<file path="src/aepk_pkg.sv">
`timescale 1ns / 1ps

package aepk_pkg;

	// parser states
	typedef enum logic [1:0] {
		ST_IDLE = 2'd0,
		ST_ESC  = 2'd1,
		ST_CSI  = 2'd2,
		ST_SS3  = 2'd3
	} parse_state_t;

	// configuration register indexes
	localparam logic [1:0] REG_ESCAPE_TIMEOUT = 2'd0;
	localparam logic [1:0] REG_STOP_HOLD      = 2'd1;
	localparam logic [1:0] REG_QUEUE_LIMIT    = 2'd2;

	// reset values of the configuration registers
	localparam logic [7:0] RST_ESCAPE_TIMEOUT = 8'd5;
	localparam logic [7:0] RST_STOP_HOLD      = 8'd2;
	localparam logic [3:0] RST_QUEUE_LIMIT    = 4'd10;

	// terminal bytes
	localparam logic [7:0] CH_ESC   = 8'h1B;
	localparam logic [7:0] CH_ETX   = 8'h03;
	localparam logic [7:0] CH_CR    = 8'h0D;
	localparam logic [7:0] CH_LF    = 8'h0A;
	localparam logic [7:0] CH_BS    = 8'h08;
	localparam logic [7:0] CH_DEL   = 8'h7F;
	localparam logic [7:0] CH_LBRK  = 8'h5B;
	localparam logic [7:0] CH_O     = 8'h4F;
	localparam logic [7:0] CH_TILDE = 8'h7E;
	localparam logic [7:0] CH_ZERO  = 8'h30;
	localparam logic [7:0] CH_NINE  = 8'h39;
	localparam logic [7:0] CH_H     = 8'h48;
	localparam logic [7:0] CH_F     = 8'h46;
	localparam logic [7:0] CH_P     = 8'h50;
	localparam logic [7:0] CH_Q     = 8'h51;
	localparam logic [7:0] CH_R     = 8'h52;
	localparam logic [7:0] CH_S     = 8'h53;
	localparam logic [7:0] CH_A     = 8'h41;
	localparam logic [7:0] CH_B     = 8'h42;
	localparam logic [7:0] CH_C     = 8'h43;
	localparam logic [7:0] CH_D     = 8'h44;
	localparam logic [7:0] CH_LC_A  = 8'h61;
	localparam logic [7:0] CH_LC_Z  = 8'h7A;
	localparam logic [7:0] CH_SPACE = 8'h20;
	localparam logic [7:0] CH_UNDER = 8'h5F;

	// petscii key codes
	localparam logic [7:0] PK_NONE   = 8'h00;
	localparam logic [7:0] PK_RETURN = 8'h0D;
	localparam logic [7:0] PK_DELETE = 8'h14;
	localparam logic [7:0] PK_UP     = 8'h91;
	localparam logic [7:0] PK_DOWN   = 8'h11;
	localparam logic [7:0] PK_RIGHT  = 8'h1D;
	localparam logic [7:0] PK_LEFT   = 8'h9D;
	localparam logic [7:0] PK_HOME   = 8'h13;
	localparam logic [7:0] PK_F1     = 8'h85;
	localparam logic [7:0] PK_F2     = 8'h89;
	localparam logic [7:0] PK_F3     = 8'h86;
	localparam logic [7:0] PK_F4     = 8'h8A;
	localparam logic [7:0] PK_F5     = 8'h87;
	localparam logic [7:0] PK_F6     = 8'h8B;
	localparam logic [7:0] PK_F7     = 8'h88;
	localparam logic [7:0] PK_F8     = 8'h8C;

	// parser state carried between items
	typedef struct packed {
		parse_state_t pstate;
		logic [7:0]   timer;
		logic [7:0]   csi;
		logic [7:0]   stop_cnt;
	} parse_regs_t;

	// configuration as seen by the parser
	typedef struct packed {
		logic [7:0] escape_timeout;
		logic [7:0] stop_hold;
		logic [3:0] queue_limit;
	} parse_cfg_t;

	// result of one item
	typedef struct packed {
		logic       key_valid;
		logic [7:0] key_code;
		logic       stop_down;
	} parse_res_t;

	// plain bytes in idle
	function automatic logic [7:0] plain_map(input logic [7:0] c);
		logic [7:0] r;
		if (c == CH_CR || c == CH_LF) r = PK_RETURN;
		else if (c == CH_BS || c == CH_DEL) r = PK_DELETE;
		else if (c >= CH_LC_A && c <= CH_LC_Z) r = c - 8'h20;
		else if (c >= CH_SPACE && c <= CH_UNDER) r = c;
		else r = PK_NONE;
		return r;
	endfunction

	// cursor letters
	function automatic logic [7:0] cursor_map(input logic [7:0] c);
		logic [7:0] r;
		case (c)
			CH_A:    r = PK_UP;
			CH_B:    r = PK_DOWN;
			CH_C:    r = PK_RIGHT;
			CH_D:    r = PK_LEFT;
			default: r = PK_NONE;
		endcase
		return r;
	endfunction

	// csi parameter before the tilde
	function automatic logic [7:0] tilde_map(input logic [7:0] p);
		logic [7:0] r;
		case (p)
			8'd1:    r = PK_HOME;
			8'd3:    r = PK_DELETE;
			8'd4:    r = PK_HOME;
			8'd11:   r = PK_F1;
			8'd12:   r = PK_F2;
			8'd13:   r = PK_F3;
			8'd14:   r = PK_F4;
			8'd15:   r = PK_F5;
			8'd17:   r = PK_F6;
			8'd18:   r = PK_F7;
			8'd19:   r = PK_F8;
			default: r = PK_NONE;
		endcase
		return r;
	endfunction

endpackage

</file>
<file path="src/aepk_step.sv">
`timescale 1ns / 1ps

module aepk_step import aepk_pkg::*; (
	input  parse_regs_t cur,
	input  parse_cfg_t  cfg,
	input  logic        char_valid,
	input  logic [7:0]  char_code,
	input  logic [3:0]  queue_level,
	output parse_regs_t nxt,
	output parse_res_t  res
);

	logic [7:0] key;
	logic [7:0] stop_load;
	logic [7:0] stop_dec;
	logic       expired;
	logic [7:0] timer_dec;
	logic [7:0] csi_acc;
	logic       is_digit;

	// shared helpers
	assign stop_load = (cfg.stop_hold != 8'd0) ? cfg.stop_hold : 8'd1;
	assign stop_dec  = (cur.stop_cnt != 8'd0) ? cur.stop_cnt - 8'd1 : 8'd0;
	assign expired   = cur.timer <= 8'd1;
	assign timer_dec = expired ? 8'd0 : cur.timer - 8'd1;
	assign is_digit  = char_code >= CH_ZERO && char_code <= CH_NINE;
	assign csi_acc   = {cur.csi[4:0], 3'b000} + {cur.csi[6:0], 1'b0} + (char_code - CH_ZERO);

	// parser next state and key
	always_comb begin
		nxt          = cur;
		nxt.stop_cnt = stop_dec;
		key          = PK_NONE;
		case (cur.pstate)
			ST_IDLE: begin
				if (char_valid) begin
					if (char_code == CH_ESC) begin
						nxt.pstate = ST_ESC;
						nxt.timer  = cfg.escape_timeout;
					end else if (char_code == CH_ETX) begin
						nxt.stop_cnt = stop_load;
					end else begin
						key = plain_map(char_code);
					end
				end
			end
			ST_ESC: begin
				if (char_valid && char_code == CH_LBRK) begin
					nxt.pstate = ST_CSI;
					nxt.timer  = cfg.escape_timeout;
					nxt.csi    = 8'd0;
				end else if (char_valid && char_code == CH_O) begin
					nxt.pstate = ST_SS3;
					nxt.timer  = cfg.escape_timeout;
				end else if (char_valid) begin
					nxt.stop_cnt = stop_load;
					nxt.pstate   = ST_IDLE;
				end else begin
					nxt.timer = timer_dec;
					if (expired) begin
						nxt.stop_cnt = stop_load;
						nxt.pstate   = ST_IDLE;
					end
				end
			end
			ST_CSI: begin
				if (!char_valid) begin
					nxt.timer = timer_dec;
					if (expired) nxt.pstate = ST_IDLE;
				end else if (is_digit) begin
					nxt.csi = csi_acc;
				end else begin
					if (char_code == CH_H || char_code == CH_F) key = PK_HOME;
					else if (char_code == CH_TILDE) key = tilde_map(cur.csi);
					else key = cursor_map(char_code);
					nxt.pstate = ST_IDLE;
				end
			end
			default: begin
				if (!char_valid) begin
					nxt.timer = timer_dec;
					if (expired) nxt.pstate = ST_IDLE;
				end else begin
					case (char_code)
						CH_P:    key = PK_F1;
						CH_Q:    key = PK_F2;
						CH_R:    key = PK_F3;
						CH_S:    key = PK_F4;
						default: key = cursor_map(char_code);
					endcase
					nxt.pstate = ST_IDLE;
				end
			end
		endcase
	end

	// key is pushed only below the queue limit
	always_comb begin
		res.key_valid = (key != PK_NONE) && (queue_level < cfg.queue_limit);
		res.key_code  = res.key_valid ? key : PK_NONE;
		res.stop_down = nxt.stop_cnt != 8'd0;
	end

endmodule

</file>
<file path="src/ansi_escape_to_petscii_keys.sv">
`timescale 1ns / 1ps
// path: an accepted item goes into the input register, then into the result register; the
// parser update sits between them
// throughput: one item per cycle while the output is not stalled; the parser state updates with each item
// reset: asynchronous, clears parser state and both stage valids, loads register defaults

module ansi_escape_to_petscii_keys import aepk_pkg::*; (
	input  logic       clk,
	input  logic       arst_n,
	input  logic       in_valid,
	output logic       in_stall,
	input  logic       char_valid,
	input  logic [7:0] char_code,
	input  logic [3:0] queue_level,
	output logic       out_valid,
	input  logic       out_stall,
	output logic       key_valid,
	output logic [7:0] key_code,
	output logic       stop_down,
	input  logic       cfg_we,
	input  logic [1:0] cfg_index,
	input  logic [7:0] cfg_data
);

	parse_cfg_t  cfg_q;
	parse_regs_t regs_q;
	parse_regs_t regs_nxt;
	parse_res_t  res;
	logic        valid_s1;
	logic        char_valid_s1;
	logic [7:0]  char_code_s1;
	logic [3:0]  queue_level_s1;
	logic        adv;

	// stage 1 moves on when the result register is free or being taken
	assign adv      = valid_s1 && (!out_valid || !out_stall);
	assign in_stall = valid_s1 && !adv;

	// configuration registers
	always_ff @(posedge clk or negedge arst_n) begin
		if (!arst_n) begin
			cfg_q.escape_timeout <= RST_ESCAPE_TIMEOUT;
			cfg_q.stop_hold      <= RST_STOP_HOLD;
			cfg_q.queue_limit    <= RST_QUEUE_LIMIT;
		end else if (cfg_we) begin
			case (cfg_index)
				REG_ESCAPE_TIMEOUT: cfg_q.escape_timeout <= cfg_data;
				REG_STOP_HOLD:      cfg_q.stop_hold      <= cfg_data;
				REG_QUEUE_LIMIT:    cfg_q.queue_limit    <= cfg_data[3:0];
				default: ;
			endcase
		end
	end

	// input register
	always_ff @(posedge clk or negedge arst_n) begin
		if (!arst_n) begin
			valid_s1 <= 1'b0;
		end else if (!in_stall) begin
			valid_s1 <= in_valid;
		end
	end

	always_ff @(posedge clk) begin
		if (in_valid && !in_stall) begin
			char_valid_s1  <= char_valid;
			char_code_s1   <= char_code;
			queue_level_s1 <= queue_level;
		end
	end

	// parser logic
	aepk_step u_step (
		.cur         (regs_q),
		.cfg         (cfg_q),
		.char_valid  (char_valid_s1),
		.char_code   (char_code_s1),
		.queue_level (queue_level_s1),
		.nxt         (regs_nxt),
		.res         (res)
	);

	// parser state advances with the item
	always_ff @(posedge clk or negedge arst_n) begin
		if (!arst_n) begin
			regs_q.pstate   <= ST_IDLE;
			regs_q.timer    <= 8'd0;
			regs_q.csi      <= 8'd0;
			regs_q.stop_cnt <= 8'd0;
		end else if (adv) begin
			regs_q <= regs_nxt;
		end
	end

	// result register
	always_ff @(posedge clk or negedge arst_n) begin
		if (!arst_n) begin
			out_valid <= 1'b0;
		end else if (!out_valid || !out_stall) begin
			out_valid <= valid_s1;
		end
	end

	always_ff @(posedge clk) begin
		if (adv) begin
			key_valid <= res.key_valid;
			key_code  <= res.key_code;
			stop_down <= res.stop_down;
		end
	end

	// checks
	a_stall_needs_item: assert property (@(posedge clk) disable iff (!arst_n)
		in_stall |-> valid_s1)
		else $error("input stalled with an empty stage");

	a_stop_matches_state: assert property (@(posedge clk) disable iff (!arst_n)
		out_valid |-> (stop_down == (regs_q.stop_cnt != 8'd0)))
		else $error("stop level out of step with hold count");

	a_key_nonzero: assert property (@(posedge clk) disable iff (!arst_n)
		(out_valid && key_valid) |-> (key_code != PK_NONE))
		else $error("pushed key has a null code");

	a_adv_fills_output: assert property (@(posedge clk) disable iff (!arst_n)
		adv |=> out_valid)
		else $error("item lost between stages");

endmodule

</file>
<file path="config.mk">
export PLATFORM = sky130hd
export DESIGN_NAME = ansi_escape_to_petscii_keys
export DESIGN_NICKNAME = d
export VERILOG_FILES = /design/src/aepk_pkg.sv /design/src/aepk_step.sv /design/src/ansi_escape_to_petscii_keys.sv
export SDC_FILE = /design/constraint.sdc
export NUM_CORES = 1
export LEC_CHECK = 0
export BUFFER_PORTS_ARGS = -buffer_cell sky130_fd_sc_hd__buf_2
export CAP_MARGIN = 10
export CELL_PAD_IN_SITES_DETAIL_PLACEMENT = 1
export CELL_PAD_IN_SITES_GLOBAL_PLACEMENT = 2
export CORE_MARGIN = 5
export CORE_UTILIZATION = 30
export CTS_CLUSTER_DIAMETER = 40
export DETAILED_ROUTE_END_ITERATION = 8
export PLACE_DENSITY = 0.74
export SLEW_MARGIN = 20
export SYNTH_ARGS = -nofsm -noshare
export SYNTH_HDL_FRONTEND = slang
export SYNTH_SLANG_ARGS = --single-unit
</file>
<file path="constraint.sdc">
create_clock -name clk -period 4.55 [get_ports clk]
set_clock_uncertainty 0.1 [all_clocks]
set_input_delay 0.455 -clock clk [delete_from_list [all_inputs] [get_ports clk]]
set_output_delay 0.455 -clock clk [all_outputs]
set_load 0.01 [all_outputs]
</file>
==> impl_metrics.tcl, run 1 <==
set metrics [dict create \
    status "finished, final reports clean" \
    die_w_um 133 \
    viasPerCell 5.28 \
    p_switching_mw 0.782 \
    synth_cells 476 \
    root_buffer "clkbuf_16" \
    r2r_setup_slack_ps 1540 \
    cts_setup_buffers 0 \
    grt_pass1_vias 3986 \
    cts_tree "done" \
    mostFrequentLayoutCell "dfrtp_1" \
    slew_headroom_pct 45.6 \
    crit_start "char_code_s1[3]" \
    cp_num_buf_inv 2 \
    max_freq_ghz 0.333 \
    crit_fanout 20 \
    netSwitchingFraction_pct 35.5 \
    yosysWarnings 0 \
    leakagePower_nw 2.08 \
    powerDensity_mw_per_mm2 423 \
    cp-start-kind "flop" \
    drt_wl_total_um 12600 \
    cts_sinks 71 \
    grt_pass1_wl_um 21100 \
    syn_area_mm2 0.00457 \
    syn_to_final_growth_pct 13.8 \
    synth_edf_count 23 \
    hold_viol 0 \
    drv_cap 0 \
    worst_slew_pin_slew_ps 812 \
    rsz0062_at_grt "false" \
    cts-resized-gates 0 \
    numCtsBuffers 9 \
    crit_arrival_ps 3130 \
    whs_ps 114 \
    antenna_cells 0 \
    cp.depth 10 \
    wl_per_cell_um 18.0 \
    final_nets 564 \
    clock_latency_ps 340 \
    ctsHoldBuffers 0 \
    dp.cells 684 \
    cp_top_family "adder cells" \
    num_io_pins 40 \
    row_count 45 \
    r2r_start "char_code_s1[3]" \
    fp.coreArea_mm2 0.0151 \
    hold_path_class "primary input to asynchronous set/reset pin" \
    grt_max_degree 49 \
    period_minus_slack_ps 3010 \
    drive_above_1_share_pct 18.4 \
    cpPeakStageDelay_ps 770 \
    setup_violations 0 \
    ys_async_sr_fraction_pct 67.6 \
    gr-usage-all-layers_pct 14.9 \
    slowest_stage "edfxtp_1" \
    worstSetupEndpoint "regs_q[15]" \
    power_frac_comb_pct 27.2 \
    overflow 0 \
    clkTransAtPathRegs_ps 60 \
    yosysSeqAreaShare_pct 41.5 \
    dp_hpwl_um 9470 \
    synth_ff_type "dfrtp_1" \
    cp_cell_sequence "fa_1 > ha_1 > ha_1 > inv_1 > fa_1 > inv_1 > a21o_1 > a21oi_1 > xnor2_1 > a22o_1" \
    initial_utilization_pct 30.3 \
    end_kind "flop" \
    ys_ff_latch 71 \
    worstSetupPathType "flop to flop" \
    io_buffer_count 39 \
    power.clock.fraction_pct 30.5 \
    clk_path_buf_depth 2 \
    r2r-end "regs_q[15]" \
    fin_cells 700 \
    seqPwrFrac_pct 42.3 \
    ir_worst_vdd_mv 0.247 \
    layout_common_cells "43 x dfrtp_1, 39 x buf_2, 38 x nor2_1, 35 x o21ai_0, 33 x nand2_1" \
    gp_congestion 0.851 \
    fin_setup_tns_ps 0 \
    fp.dieH_um 133 \
    vias 3695 \
    maxSlewViolCount 0 \
    synth.distinct_cells 65 \
    dieArea_mm2 0.0178 \
    avgSynthCellArea_um2 9.61 \
    drc 0 \
    fin_crit_sh_pct 66.1 \
    syn_nets 533 \
    drt_iter0_markers 228 \
    dr.pass1.iters 4 \
    ant_nets 0 \
    htreeDepth 3 \
    p_int_mw 1.42 \
    cp.required_ps 4680 \
    ff2ff_path_depth 10 \
    grt_antenna_before_repair 1 \
]
state kept, by name, summed over array words and instances, names as in the netlist:
name and flops:
key_valid 1, stop_down 1, queue_level_s1 4, char_code_s1 8, out_valid 1, char_valid_s1 1
valid_s1 1, cfg_q 20, key_code 8, regs_q 26
how the worst min path moves through the flow:
| stage | start | endpoint | slack, ps | cells past startpoint |
|---|---|---|---|---|
| CTS | arst_n | regs_q[22] | 130 | 2 |
| finish | arst_n | regs_q[22] | 110 | 2 |
| floorplan | arst_n | cfg_q[0] | 60 | 0 |
| detailed placement | regs_q[23] | regs_q[23] | 380 | 2 |
| global route | arst_n | regs_q[23] | 170 | 2 |
| global placement | regs_q[20] | regs_q[20] | 370 | 2 |
kinds of logic after synthesis:
| family | count (synthesis) | share of synthesized area, % |
|---|---|---|
| DFF | 71 | 41.5 |
| and+or+nand+nor | 171 | 19.8 |
| xor gates and xnor gates | 13 | 2.49 |
| muxes | 22 | 5.39 |
| adders and majority gates | 29 | 8.75 |
| AOI/OAI and AO/OA | 123 | 17.6 |
| buffers and inverters | 47 | 4.49 |
metal layers:
layer | vias to the layer above | global-route usage, % | wire (µm)
li1 | 1803 | - | -
met1 | 1821 | 19.0 | 5680
met2 | 55 | 25.3 | 6340
met3 | 14 | 3.29 | 444
met4 | 2 | 4.29 | 150
met5 | - | 0 | 13
stage by stage:
stage	power (mW)	instance area, µm²	worst slack, ps	utilization [%]
3_5_place_dp	1.55	4920	1540	32.6
4_1_cts	2.23	5200	1540	34.5
6_report	2.20	5210	1540	34.5
2_1_floorplan	1.35	4570	1860	-
3_3_place_gp	1.52	4920	1610	32.6
5_1_grt	2.36	5210	1370	34.5
power groups by stage:
stage / Combinational (mW) / Clock (mW) / Sequential (mW)
2_1_floorplan: 0.473 / 0 / 0.881
3_3_place_gp: 0.583 / 0 / 0.933
3_5_place_dp: 0.603 / 0 / 0.943
4_1_cts: 0.606 / 0.697 / 0.932
5_1_grt: 0.685 / 0.722 / 0.952
6_report: 0.598 / 0.671 / 0.932
synthesized netlist by cell type (all sizes together), types with 2 or more instances:
library cell,number,share of area (%)
a22oi,4,0.66
edfxtp,23,15
nor2,39,3.3
dfrtp,43,24
nand4,5,0.68
a32oi,3,0.57
a31oi,3,0.41
and3,2,0.27
nand3,8,0.88
a211oi,7,1.1
nand2b,10,1.4
nand3b,6,0.98
o31ai,3,0.49
nor3,22,2.4
ha,24,6.6
a41oi,3,0.57
xor2,3,0.57
a22o,9,1.7
a21oi,29,3.2
inv,24,2.0
a21o,7,1.1
dfstp,5,2.9
o31a,2,0.38
nor2b,10,1.4
mux2,21,5.2
nor4,6,0.82
or2,3,0.41
and2,5,0.68
nand2,33,2.7
buf,8,1.3
clkbuf,14,1.1
fa,5,2.2
xnor2,10,1.9
nor4b,3,0.57
o21a,2,0.33
o21ai,37,4.0
and3b,2,0.38
nor3b,6,0.98
o22ai,4,0.55
or3,5,0.79
area by class of cell:
type	count	area (µm²)
multi-input cells	358	2480
repair buffers	42	218
inverters	25	93.8
flip-flops and latches	71	1900
fillers	1759	9880
well taps	188	235
clock buffers	9	225
clock inverters	7	56.3
Power figures use the tool's default switching activity.
==> inputs of run 2 (changes only) <==
- ABC_AREA: not set -> 1
- PLACE_DENSITY: 0.74 -> 0.81
- clock period: 4.55 -> 2.51 ns (I/O delays scaled with it)
==> run 2 against run 1 <==
Combinational power rose to 5.0 times the previous value. Utilization grew 4.3 points. Die area rose by 1.1%. Power increased to 2.7 times the previous value. Clock power up 91%. First-iteration DRC count decreased by 19%. Flip-flop and latch count unchanged. Non-clock buffer count rose by 47. Setup slack got worse by 1600 ps. Worst hold slack lost 110 ps. Critical endpoint is now regs_q[13]. The run now ends with negative setup slack left. Area after synthesis is 1.2% higher.
==> impl_metrics.tcl, run 2 <==
set metrics [dict create \
    rsz0062_at_grt "true" \
    crit_arrival_ps 2670 \
    yosysSeqAreaShare_pct 41.0 \
    ir_worst_vdd_mv 0.401 \
    drc 0 \
    drt_wl_total_um 13200 \
    seqPwrFrac_pct 28.3 \
    gp_congestion 0.901 \
    max_freq_ghz 0.397 \
    synthTopCellsByArea "dfrtp_1 23%, edfxtp_1 15%, nand2_1 12%" \
    setup_violations 1 \
    avgSynthCellArea_um2 7.64 \
    cp.required_ps 2660 \
    wl_per_cell_um 14.9 \
    worst_slew_pin_slew_ps 650 \
    overflow 0 \
    synth_cells 606 \
    grt_max_degree 49 \
    hp-start "queue_level[0]" \
    holdPathStages 1 \
    cts_tree "done" \
    largest_reg_flops 26 \
    die_w_um 134 \
    clkTransAtPathRegs_ps 60 \
    synth.distinct_cells 41 \
    gr-usage-all-layers_pct 15.3 \
    r2r-end "regs_q[13]" \
    slowest_stage "fa_1" \
    worst_slack_ps -6.51 \
    fp.coreArea_mm2 0.0151 \
    cpPeakStageDelay_ps 560 \
    end_kind "flop" \
    initial_utilization_pct 30.6 \
    crit_fanout 2 \
    syn_to_final_growth_pct 27.0 \
    nFillCells 1882 \
    dr.pass1.iters 4 \
    syn_nets 663 \
    drive_above_1_share_pct 23.9 \
    grt_pass1_wl_um 22100 \
    drv_cap 0 \
    dieArea_mm2 0.0180 \
    violations "negative setup slack" \
    leakagePower_nw 2.80 \
    fp.dieH_um 134 \
    synth_edf_count 23 \
    dp_hpwl_um 10300 \
    ant_nets 0 \
    hold_path_class "primary input to flop" \
    whs_endpoint "queue_level_s1[0]" \
    whs_ps 8.82 \
    ys_async_sr_fraction_pct 67.6 \
    hold_viol 0 \
    cp_top_family "adder cells" \
    multi_input_comb_area_mm2 0.00248 \
    ff2ff_path_depth 8 \
    fin_crit_sh_pct 100 \
    r2r_setup_slack_ps -7 \
    yosys.area.top_type "dfrtp_1" \
    layout_common_cells "140 x nand2_1, 78 x inv_1, 53 x nor2_1, 50 x o21ai_0, 43 x dfrtp_1" \
    num_io_pins 40 \
    antenna_cells 0 \
    power.clock.fraction_pct 21.4 \
    worstSetupPathType "flop to flop" \
    root_buffer "clkbuf_16" \
    clock_latency_ps 340 \
    p_switching_mw 2.45 \
    row_count 45 \
    cp-start-kind "flop" \
    drt_iter0_markers 184 \
    yosysWarnings 0 \
    syn_area_mm2 0.00463 \
    htreeDepth 3 \
    yosysTopAreaCellShare_pct 23.2 \
    cts_sinks 71 \
    synth_ff_type "dfrtp_1" \
    powerDensity_mw_per_mm2 1020 \
    seq_area_mm2 0.00190 \
    period_minus_slack_ps 2520 \
    vias 4270 \
    slew_headroom_pct 56.6 \
    clk_path_buf_depth 2 \
    cp_cell_sequence "fa_2 > fa_1 > inv_2 > fa_2 > buf_4 > buf_4 > xor2_1 > o22ai_1" \
    fin_total_pwr_mw 5.98 \
    synthTopCellsByCount "143 x nand2_1, 83 x inv_1, 67 x nor2_1" \
    power_frac_comb_pct 50.3 \
    io_buffer_count 39 \
    r2r_start "regs_q[8]" \
    yosysMostFrequentCell "nand2_1" \
    mostFrequentLayoutCell "nand2_1" \
    cp_num_buf_inv 3 \
    reg_top3 "regs_q: 26 flops, cfg_q: 20 flops" \
    status "complete, but fails checks" \
    netSwitchingFraction_pct 40.9 \
    ys_ff_latch 71 \
    crit_start "regs_q[8]" \
    final_nets 752 \
    maxSlewViolCount 0 \
    top_register "regs_q" \
    grt_antenna_before_repair 0 \
    p_int_mw 3.54 \
    viasPerCell 4.81 \
    grt_pass1_vias 4651 \
    numCtsBuffers 9 \
]
run 2: cell types whose count changed after synthesis, moves of 13 or more:
| cell | previous run | this run |
|---|---|---|
| nand2_1 | 33 | 143 |
| o21ai_0 | 35 | 55 |
| a21oi_1 | 29 | 16 |
| nor3_1 | 22 | 8 |
| nand3_1 | 8 | 35 |
| mux2_2 | 21 | 0 |
| inv_1 | 23 | 83 |
| nor2_1 | 38 | 67 |
run 2: layout make-up:
cell class / count / area share, %
timing repair buffer: 89 / 10.3
tap: 188 / 4.00
clock buffer: 12 / 4.55
multi-input combinational: 428 / 42.1
inverter: 96 / 6.24
sequential: 71 / 32.3
clock inverter: 4 / 0.468
run 2: per-layer routing:
metal | global-route usage (%) | wire [µm] | share of wire, % | vias up
li1 | - | - | - | 2139
met1 | 18.3 | 5890 | 45 | 2065
met2 | 27.3 | 6790 | 51 | 50
met3 | 2.21 | 304 | 2.3 | 16
met4 | 6.28 | 244 | 1.8 | 0
met5 | 0 | 0 | 0 | -
run 2: per-stage QoR:
stage | area [µm²] | TNS [ps] | setup slack, ps | cells | utilization [%]
6_report | 5880 | -6.51 | -6.51 | 888 | 38.8
3_3_place_gp | 5180 | -6.04 | -6.04 | 845 | 34.2
2_1_floorplan | 4630 | 0 | 3.24 | 606 | -
5_1_grt | 5880 | -711 | -129 | 888 | 38.8
4_1_cts | 5680 | -12.6 | -12.6 | 877 | 37.5
3_5_place_dp | 5180 | -66.0 | -66.0 | 845 | 34.2
run 2: worst max-delay path by stage:
| stage | to | cells after the start |
|---|---|---|
| global route | regs_q[15] | 9 |
| CTS | regs_q[15] | 9 |
| global placement | regs_q[15] | 8 |
| floorplan | regs_q[15] | 8 |
| finish | regs_q[13] | 8 |
| detailed placement | regs_q[15] | 8 |
run 2: logic make-up after synthesis:
family	share of synthesized area (%)
compound gates	12.0
fa+ha+maj	8.65
buf+inv	9.19
simple gates	26.3
flops	41.0
xor+xnor	2.84
run 2: repair_timing:
| action | in CTS | in global routing |
|---|---|---|
| buffers inserted | 3 | 12 |
| gates cloned | 0 | 1 |
| endpoints found under the hold margin | 55 | 0 |
| hold buffers | 13 | 0 |
| pin swaps | 8 | 19 |
| resized for setup | 10 | 37 |
| setup endpoints to repair | 1 | 13 |
run 2: power groups by stage:
stage / registers [mW] / logic, mW / clock network (mW)
2_1_floorplan: 1.68 / 1.81 / 0
3_3_place_gp: 1.70 / 2.51 / 0
3_5_place_dp: 1.72 / 2.64 / 0
4_1_cts: 1.70 / 2.84 / 1.31
5_1_grt: 1.73 / 3.43 / 1.36
6_report: 1.69 / 3.01 / 1.28
